===== src/rtl/cfe_pkg.sv =====
// ----------------------------------------------------------------------------
// cfe_pkg
// Shared types, constants and the tail detector step for the command frame
// extractor.
// ----------------------------------------------------------------------------
package cfe_pkg;

  localparam int POS_W            = 7;
  localparam int DEFAULT_CAPACITY = 64;

  localparam logic [7:0] HEADER_BYTE = 8'hEE;
  localparam logic [7:0] TAIL_A      = 8'hFF;
  localparam logic [7:0] TAIL_B      = 8'hFC;

  typedef enum logic [1:0] {
    ST_HUNT,
    ST_READ,
    ST_LOAD,
    ST_OVF
  } ctrl_state_t;

  typedef enum logic [2:0] {
    TS_NONE,
    TS_FF1,
    TS_FC1,
    TS_FF2,
    TS_DONE
  } tail_t;

  typedef struct packed {
    logic take;
    logic rd_issue;
    logic out_load;
    logic out_ovf_load;
    logic frame_clear;
  } cfe_cmd_t;

  typedef struct packed {
    logic frame_end;
    logic frame_ovf;
    logic rd_last;
    logic out_free;
  } cfe_status_t;

  function automatic tail_t next_tail(input tail_t st, input logic [7:0] b);
    tail_t res;
    res = TS_NONE;
    if (b == TAIL_A) begin
      case (st)
        TS_FC1:  res = TS_FF2;
        TS_FF2:  res = TS_DONE;
        default: res = TS_FF1;
      endcase
    end else if (b == TAIL_B) begin
      if (st inside {TS_FF1, TS_FF2}) begin
        res = TS_FC1;
      end
    end
    return res;
  endfunction

endpackage


===== src/rtl/command_frame_extractor.sv =====
// ----------------------------------------------------------------------------
// command_frame_extractor
// Received bytes are dropped until a 0xEE header; from the header on each
// byte goes into a frame store of FRAME_CAPACITY bytes while a detector
// watches for the tail FF FC FF FF. On the last tail byte the frame, header
// through tail, is sent out one word per byte with its length and a last
// flag; a frame that outgrew the store gives one word with overflow set,
// byte zero and length FRAME_CAPACITY. While hunting or collecting a byte is
// taken every cycle. Once a tail is seen the input stalls during readout,
// which issues one store read per byte and loads each read byte into the
// output register, holding while the output stalls; an overflow word is
// loaded without store reads. The final word may still wait at the output
// while new bytes are taken.
// ----------------------------------------------------------------------------
module command_frame_extractor #(
  parameter int FRAME_CAPACITY = cfe_pkg::DEFAULT_CAPACITY
) (
  input  logic                      clk,
  input  logic                      rst_n,
  input  logic                      in_valid,
  output logic                      in_stall,
  input  logic [7:0]                in_rx_byte,
  output logic                      out_valid,
  input  logic                      out_stall,
  output logic [7:0]                out_frame_byte,
  output logic [cfe_pkg::POS_W-1:0] out_frame_length,
  output logic                      out_overflow,
  output logic                      out_last
);
  import cfe_pkg::*;

  cfe_cmd_t    cmd;
  cfe_status_t status;

  cfe_ctrl u_ctrl (
    .clk      (clk),
    .rst_n    (rst_n),
    .in_valid (in_valid),
    .status   (status),
    .cmd      (cmd),
    .in_stall (in_stall)
  );

  cfe_datapath #(
    .FRAME_CAPACITY (FRAME_CAPACITY)
  ) u_datapath (
    .clk              (clk),
    .rst_n            (rst_n),
    .cmd              (cmd),
    .status           (status),
    .in_rx_byte       (in_rx_byte),
    .out_valid        (out_valid),
    .out_stall        (out_stall),
    .out_frame_byte   (out_frame_byte),
    .out_frame_length (out_frame_length),
    .out_overflow     (out_overflow),
    .out_last         (out_last)
  );

`ifndef SYNTH
  // overflow word is always a single, final, zero word
  a_ovf_word: assert property (@(posedge clk) disable iff (!rst_n)
    out_valid && out_overflow |-> out_last && (out_frame_byte == 8'h00))
    else $error("overflow word malformed");

  a_ovf_len: assert property (@(posedge clk) disable iff (!rst_n)
    out_valid && out_overflow |-> out_frame_length == POS_W'(FRAME_CAPACITY))
    else $error("overflow word length is not the capacity");

  // header plus four tail bytes at least
  a_min_len: assert property (@(posedge clk) disable iff (!rst_n)
    out_valid && !out_overflow |-> out_frame_length >= POS_W'(5))
    else $error("frame shorter than header and tail");

  // no input byte taken in while a non-final word is still being read out
  a_stall_readout: assert property (@(posedge clk) disable iff (!rst_n)
    out_valid && !out_last |-> in_stall)
    else $error("input taken during frame readout");
`endif

endmodule


===== src/rtl/cfe_ctrl.sv =====
// ----------------------------------------------------------------------------
// cfe_ctrl
// Controller: hunts and collects, then sequences the frame readout or the
// single overflow word.
// ----------------------------------------------------------------------------
module cfe_ctrl (
  input  logic                clk,
  input  logic                rst_n,
  input  logic                in_valid,
  input  cfe_pkg::cfe_status_t status,
  output cfe_pkg::cfe_cmd_t   cmd,
  output logic                in_stall
);
  import cfe_pkg::*;

  ctrl_state_t state_r, state_nxt;

  always_ff @(posedge clk) begin
    if (!rst_n) begin
      state_r <= ST_HUNT;
    end else begin
      state_r <= state_nxt;
    end
  end

  always_comb begin
    state_nxt = state_r;
    cmd       = '0;
    in_stall  = 1'b1;
    case (state_r)
      ST_HUNT: begin
        in_stall = 1'b0;
        cmd.take = in_valid;
        if (status.frame_end) begin
          state_nxt = status.frame_ovf ? ST_OVF : ST_READ;
        end
      end
      ST_READ: begin
        cmd.rd_issue = 1'b1;
        state_nxt    = ST_LOAD;
      end
      ST_LOAD: begin
        if (status.out_free) begin
          cmd.out_load = 1'b1;
          if (status.rd_last) begin
            cmd.frame_clear = 1'b1;
            state_nxt       = ST_HUNT;
          end else begin
            cmd.rd_issue = 1'b1;
          end
        end
      end
      ST_OVF: begin
        if (status.out_free) begin
          cmd.out_ovf_load = 1'b1;
          cmd.frame_clear  = 1'b1;
          state_nxt        = ST_HUNT;
        end
      end
      default: begin
        state_nxt = ST_HUNT;
      end
    endcase
  end

endmodule


===== src/rtl/cfe_datapath.sv =====
// ----------------------------------------------------------------------------
// cfe_datapath
// Frame store, position counter, tail detector, readout pointer and the
// output register.
// ----------------------------------------------------------------------------
module cfe_datapath #(
  parameter int FRAME_CAPACITY = cfe_pkg::DEFAULT_CAPACITY
) (
  input  logic                       clk,
  input  logic                       rst_n,
  input  cfe_pkg::cfe_cmd_t          cmd,
  output cfe_pkg::cfe_status_t       status,
  input  logic [7:0]                 in_rx_byte,
  output logic                       out_valid,
  input  logic                       out_stall,
  output logic [7:0]                 out_frame_byte,
  output logic [cfe_pkg::POS_W-1:0]  out_frame_length,
  output logic                       out_overflow,
  output logic                       out_last
);
  import cfe_pkg::*;

  localparam int              AW    = $clog2(FRAME_CAPACITY);
  localparam logic [POS_W-1:0] CAP_W = POS_W'(FRAME_CAPACITY);

  logic [7:0]       store_mem [FRAME_CAPACITY];
  logic [POS_W-1:0] position_r;
  tail_t            tail_r;
  logic             ovf_r;
  logic [POS_W-1:0] rd_idx_r;
  logic [7:0]       rd_data_r;

  logic             out_valid_r;
  logic [7:0]       out_byte_r;
  logic [POS_W-1:0] out_len_r;
  logic             out_ovf_r;
  logic             out_last_r;

  logic  active;
  logic  take;
  logic  store_full;
  tail_t tail_nxt;

  assign active     = (position_r != '0) || (in_rx_byte == HEADER_BYTE);
  assign take       = cmd.take && active;
  assign store_full = (position_r == CAP_W);
  assign tail_nxt   = next_tail(tail_r, in_rx_byte);

  assign status.frame_end = take && (tail_nxt == TS_DONE);
  assign status.frame_ovf = ovf_r || store_full;
  assign status.rd_last   = (rd_idx_r == position_r);
  assign status.out_free  = !out_valid_r || !out_stall;

  // frame state and readout pointer
  always_ff @(posedge clk) begin
    if (!rst_n) begin
      position_r <= '0;
      tail_r     <= TS_NONE;
      ovf_r      <= 1'b0;
      rd_idx_r   <= '0;
    end else if (cmd.frame_clear) begin
      position_r <= '0;
      tail_r     <= TS_NONE;
      ovf_r      <= 1'b0;
      rd_idx_r   <= '0;
    end else begin
      if (take) begin
        if (store_full) begin
          ovf_r <= 1'b1;
        end else begin
          position_r <= position_r + POS_W'(1);
        end
        tail_r <= tail_nxt;
      end
      if (cmd.rd_issue) begin
        rd_idx_r <= rd_idx_r + POS_W'(1);
      end
    end
  end

  // frame store
  always_ff @(posedge clk) begin
    if (take && !store_full) begin
      store_mem[position_r[AW-1:0]] <= in_rx_byte;
    end
    if (cmd.rd_issue) begin
      rd_data_r <= store_mem[rd_idx_r[AW-1:0]];
    end
  end

  // output register
  always_ff @(posedge clk) begin
    if (!rst_n) begin
      out_valid_r <= 1'b0;
    end else if (cmd.out_load || cmd.out_ovf_load) begin
      out_valid_r <= 1'b1;
    end else if (!out_stall) begin
      out_valid_r <= 1'b0;
    end
  end

  always_ff @(posedge clk) begin
    if (cmd.out_load) begin
      out_byte_r <= rd_data_r;
      out_len_r  <= position_r;
      out_ovf_r  <= 1'b0;
      out_last_r <= status.rd_last;
    end else if (cmd.out_ovf_load) begin
      out_byte_r <= '0;
      out_len_r  <= CAP_W;
      out_ovf_r  <= 1'b1;
      out_last_r <= 1'b1;
    end
  end

  assign out_valid        = out_valid_r;
  assign out_frame_byte   = out_byte_r;
  assign out_frame_length = out_len_r;
  assign out_overflow     = out_ovf_r;
  assign out_last         = out_last_r;

endmodule


===== config.mk =====
export PLATFORM = sky130hd
export DESIGN_NAME = command_frame_extractor
export DESIGN_NICKNAME = d
export VERILOG_FILES = /design/src/rtl/cfe_pkg.sv /design/src/rtl/command_frame_extractor.sv /design/src/rtl/cfe_ctrl.sv /design/src/rtl/cfe_datapath.sv
export SDC_FILE = /design/constraint.sdc
export NUM_CORES = 1
export LEC_CHECK = 0
export BUFFER_PORTS_ARGS = -buffer_cell sky130_fd_sc_hd__buf_2
export CORE_MARGIN = 3
export CORE_UTILIZATION = 55
export CTS_CLUSTER_SIZE = 14
export DETAILED_ROUTE_END_ITERATION = 16
export PLACE_DENSITY = 0.78
export SLEW_MARGIN = 20
export SYNTH_ARGS = -nofsm -noshare
export SYNTH_HDL_FRONTEND = slang
export SYNTH_SLANG_ARGS = --single-unit

===== constraint.sdc =====
create_clock -name clk -period 2.7 [get_ports clk]
set_input_delay 0.135 -clock clk [delete_from_list [all_inputs] [get_ports clk]]
set_output_delay 0.135 -clock clk [all_outputs]
set_load 0.02 [all_outputs]

==> results.toml <==
[outcome]
status = "completed"

[critical_path]
crit_arrival_ns = 2.92
path_buf_inv = 1
startpoint_type = "flop"
crit_type = "reg2reg"
r2r_slack_ns = 0.09
reg2reg_depth = 5
r2r_start = "u_datapath.rd_idx_r[0]$_SDFFE_PP0P_"
critPathRequiredTime_ns = 3.01
endpoint_kind = "flop"
critPathSlowestCell = "mux4_1"
crit_path_cell_trace = "buf_12 > mux4_1 > a22o_1 > a211oi_1 > o32ai_1"
crit_family = "compound AO/OA/AOI/OAI gates"
slowest_delay_ns = 0.61
crit_fanout = 38
reg2reg_to = "u_datapath.rd_data_r[0]$_DFFE_PP_"

[placement]
portBuffers = 30
dp_hpwl_um = 30460
gp_congestion = 0.8442

[sta]
slew_headroom_pct = 48.75
rsz0062_at_grt = "no"
setup_viol = 0
finalCritPeriodShare_pct = 96.74
fin_crit_ns = 2.612
whs_ns = 0.03803
fin_tns_setup_ns = 0
clock_skew_ns = 0.01621
slew_viol_final = 0
tightest_slew_ns = 0.7688
fmax_ghz = 0.3828
hold_viol = 0

[global_routing]
grt_max_degree = 66
antenna_found_initial = 2
grtUsageTotal_pct = 24.04
grt_pass1_vias = 11690
grt_overflow = 0
grt_pass1_wl_um = 74940

[power_and_ir_drop]
pwr-share-seq_pct = 58.0
power.switching_w = 0.003160
p_per_area_nw_per_um2 = 645.6
p_comb_share_pct = 1.1
p_int_w = 0.01317
swShare_pct = 19.35
leakage_nw = 7.964
irDropWorstVdd_uv = 442.2
clkPwrFrac_pct = 40.9

[logic_synthesis]
syn_area_um2 = 22200
ys_warn_count = 0
syn_nets = 1151
synth-seq-cells = 558
synth_cell_types = 64
async_reset_ff_share_pct = 0
yosysMostFrequentCell = "edfxtp_1"
yosys.area.top_type_share_pct = 72.51
netlist_top_cells_count = "edfxtp_1, nor2_1, mux4_2"
synth_area_per_cell_um2 = 19.63
ys_seq_area_share_pct = 74.49
synth_edf_count = 536
synth_flop_cell = "edfxtp_1"
synth_cells = 1131
synth_top_cell_by_area = "edfxtp_1"
synthTopCellsByArea = "edfxtp_1, mux4_2, mux4_1, mux2i_1, dfxtp_1"

[route]
firstDrtPassIters = 7
ant_nets = 0
viasPerCell = 6.354
drt-initial-drc-count = 1768
drt_wl_total_um = 50020
wl_per_cell_um = 27.11
route.vias.total = 11720
drc = 0

[floorplan]
start_util_pct = 56.51
core_area_um2 = 39280
dieArea_um2 = 42810
rows = 72
io_pins = 31
dieHeight_um = 206.9
die_w_um = 206.9

[layout]
fill_cells = 2619
finalNetCount = 1309
area_delta_synth_final_pct = 13.97
drive_gt1_share_pct = 26.38
diodes = 0

[worst_hold_path]
min_to = "u_datapath.position_r[0]$_SDFFE_PP0P_"
whs_path_depth = 4
min_from = "in_valid"
hold_class = "in2reg"

[clocking]
cts_max_level = 2
clk_latency_ns = 0.57
clock-sinks = 558
cts.path.max_buffers = 3
cts_made_buffers = 51
cts_tree = "done"
path_clk_slew_ns = 0.06
root_buffer = "clkbuf_16"

[flow_run]
maxCapViolCount = 0
[power by group through the flow]
stage / clock, W / sequential (W) / combinational, W
final: 0.00668 / 0.00947 / 0.000182
after CTS: 0.00675 / 0.00947 / 0.000181
after floorplan: 0 / 0.00966 / 0.00000950
after detailed placement: 0 / 0.00965 / 0.000178
after global placement: 0 / 0.00965 / 0.000166
after global routing: 0.00711 / 0.00946 / 0.000195
[cells by family after synthesis]
group | share of synthesized area, %
DFF | 74.49
muxes | 14.40
buffers and inverters | 1.945
and+or+nand+nor | 4.385
AOI/OAI and AO/OA | 3.664
xor gates and xnor gates | 0.6595
adders and majority gates | 0.4510
[per-stage QoR]
step                      instance area [um2]  power (W)  std cells  utilization, %  worst slack, ns
after floorplan                         22200   0.009666       1131               -           0.3994
after global placement                  23690   0.009817       1749           60.31         -0.05022
after detailed placement                23690   0.009830       1749           60.31         -0.06409
after CTS                               25290    0.01639       1845           64.39          0.01207
after global routing                    25300    0.01676       1845           64.41          0.01075
final                                   25300    0.01633       1845           64.41          0.08796
[final cells by class]
| class | instances | area (um2) | area share [%] |
|---|---|---|---|
| sequential | 558 | 16550 | 65.41 |
| inverter | 8 | 30.03 | 0.1187 |
| clock inverter | 23 | 148.9 | 0.5885 |
| clock buffer | 68 | 1381 | 5.460 |
| tap | 518 | 648.1 | 2.562 |
| multi-input combinational | 506 | 5245 | 20.73 |
| timing repair buffer | 164 | 1299 | 5.134 |
[registers in the layout, summed over array words and instances (netlist names)]
register,flops
u_ctrl.state_r,2
u_datapath.out_frame_byte,8
u_datapath.out_frame_length,7
u_datapath.out_last,1
u_datapath.out_overflow,1
u_datapath.out_valid,1
u_datapath.ovf_r,1
u_datapath.position_r,7
u_datapath.rd_data_r,8
u_datapath.rd_idx_r,7
u_datapath.store_mem,512
u_datapath.tail_r,3
[tightest hold or removal path, stage by stage]
cell and delay, ns:
buf_2 0.15, nand3_1 0.14, xnor2_1 0.07, nor2_1 0.07
[cells in the final DEF (no fill, tap or decap), types with 15 or more instances in the layout]
cell / n
a21oi_1: 20
and2_1: 15
buf_2: 30
buf_4: 120
clkbuf_16: 52
dfxtp_1: 19
edfxtp_1: 536
mux2i_1: 49
mux4_1: 19
mux4_2: 91
nand2_1: 34
nor2_1: 95
[layer usage]
| layer | up-vias | global-route usage [%] | routed length (um) |
|---|---|---|---|
| li1 | 4942 | - | - |
| met1 | 6085 | 34.71 | 19830 |
| met2 | 607 | 38.54 | 24260 |
| met3 | 88 | 4.187 | 4486 |
| met4 | 2 | 7.007 | 1425 |
| met5 | - | 0 | 13 |
[how the worst max path moves through the flow]
stage                                                 end  depth (start not counted)                                   from  slack [ns]
detailed placement      u_datapath.rd_data_r[4]$_DFFE_PP_                          6    u_datapath.rd_idx_r[1]$_SDFFE_PP0P_       -0.06
finish                  u_datapath.rd_data_r[0]$_DFFE_PP_                          5    u_datapath.rd_idx_r[0]$_SDFFE_PP0P_        0.09
floorplan           u_datapath.store_mem[59][0]$_DFFE_PP_                          8  u_datapath.position_r[0]$_SDFFE_PP0P_        0.40
CTS                     u_datapath.rd_data_r[6]$_DFFE_PP_                          5    u_datapath.rd_idx_r[0]$_SDFFE_PP0P_        0.01
global route            u_datapath.rd_data_r[0]$_DFFE_PP_                          5    u_datapath.rd_idx_r[0]$_SDFFE_PP0P_        0.01
global placement        u_datapath.rd_data_r[4]$_DFFE_PP_                          6    u_datapath.rd_idx_r[1]$_SDFFE_PP0P_       -0.05
[timing repair]
item,CTS,global route
hold endpoints to repair,5,0
hold buffers,4,0
pin swaps,0,0
gates resized for setup,1,2
buffers inserted,1,0
endpoints found under the setup margin,1,2
Note: power is estimated with default switching activity, not from simulation.
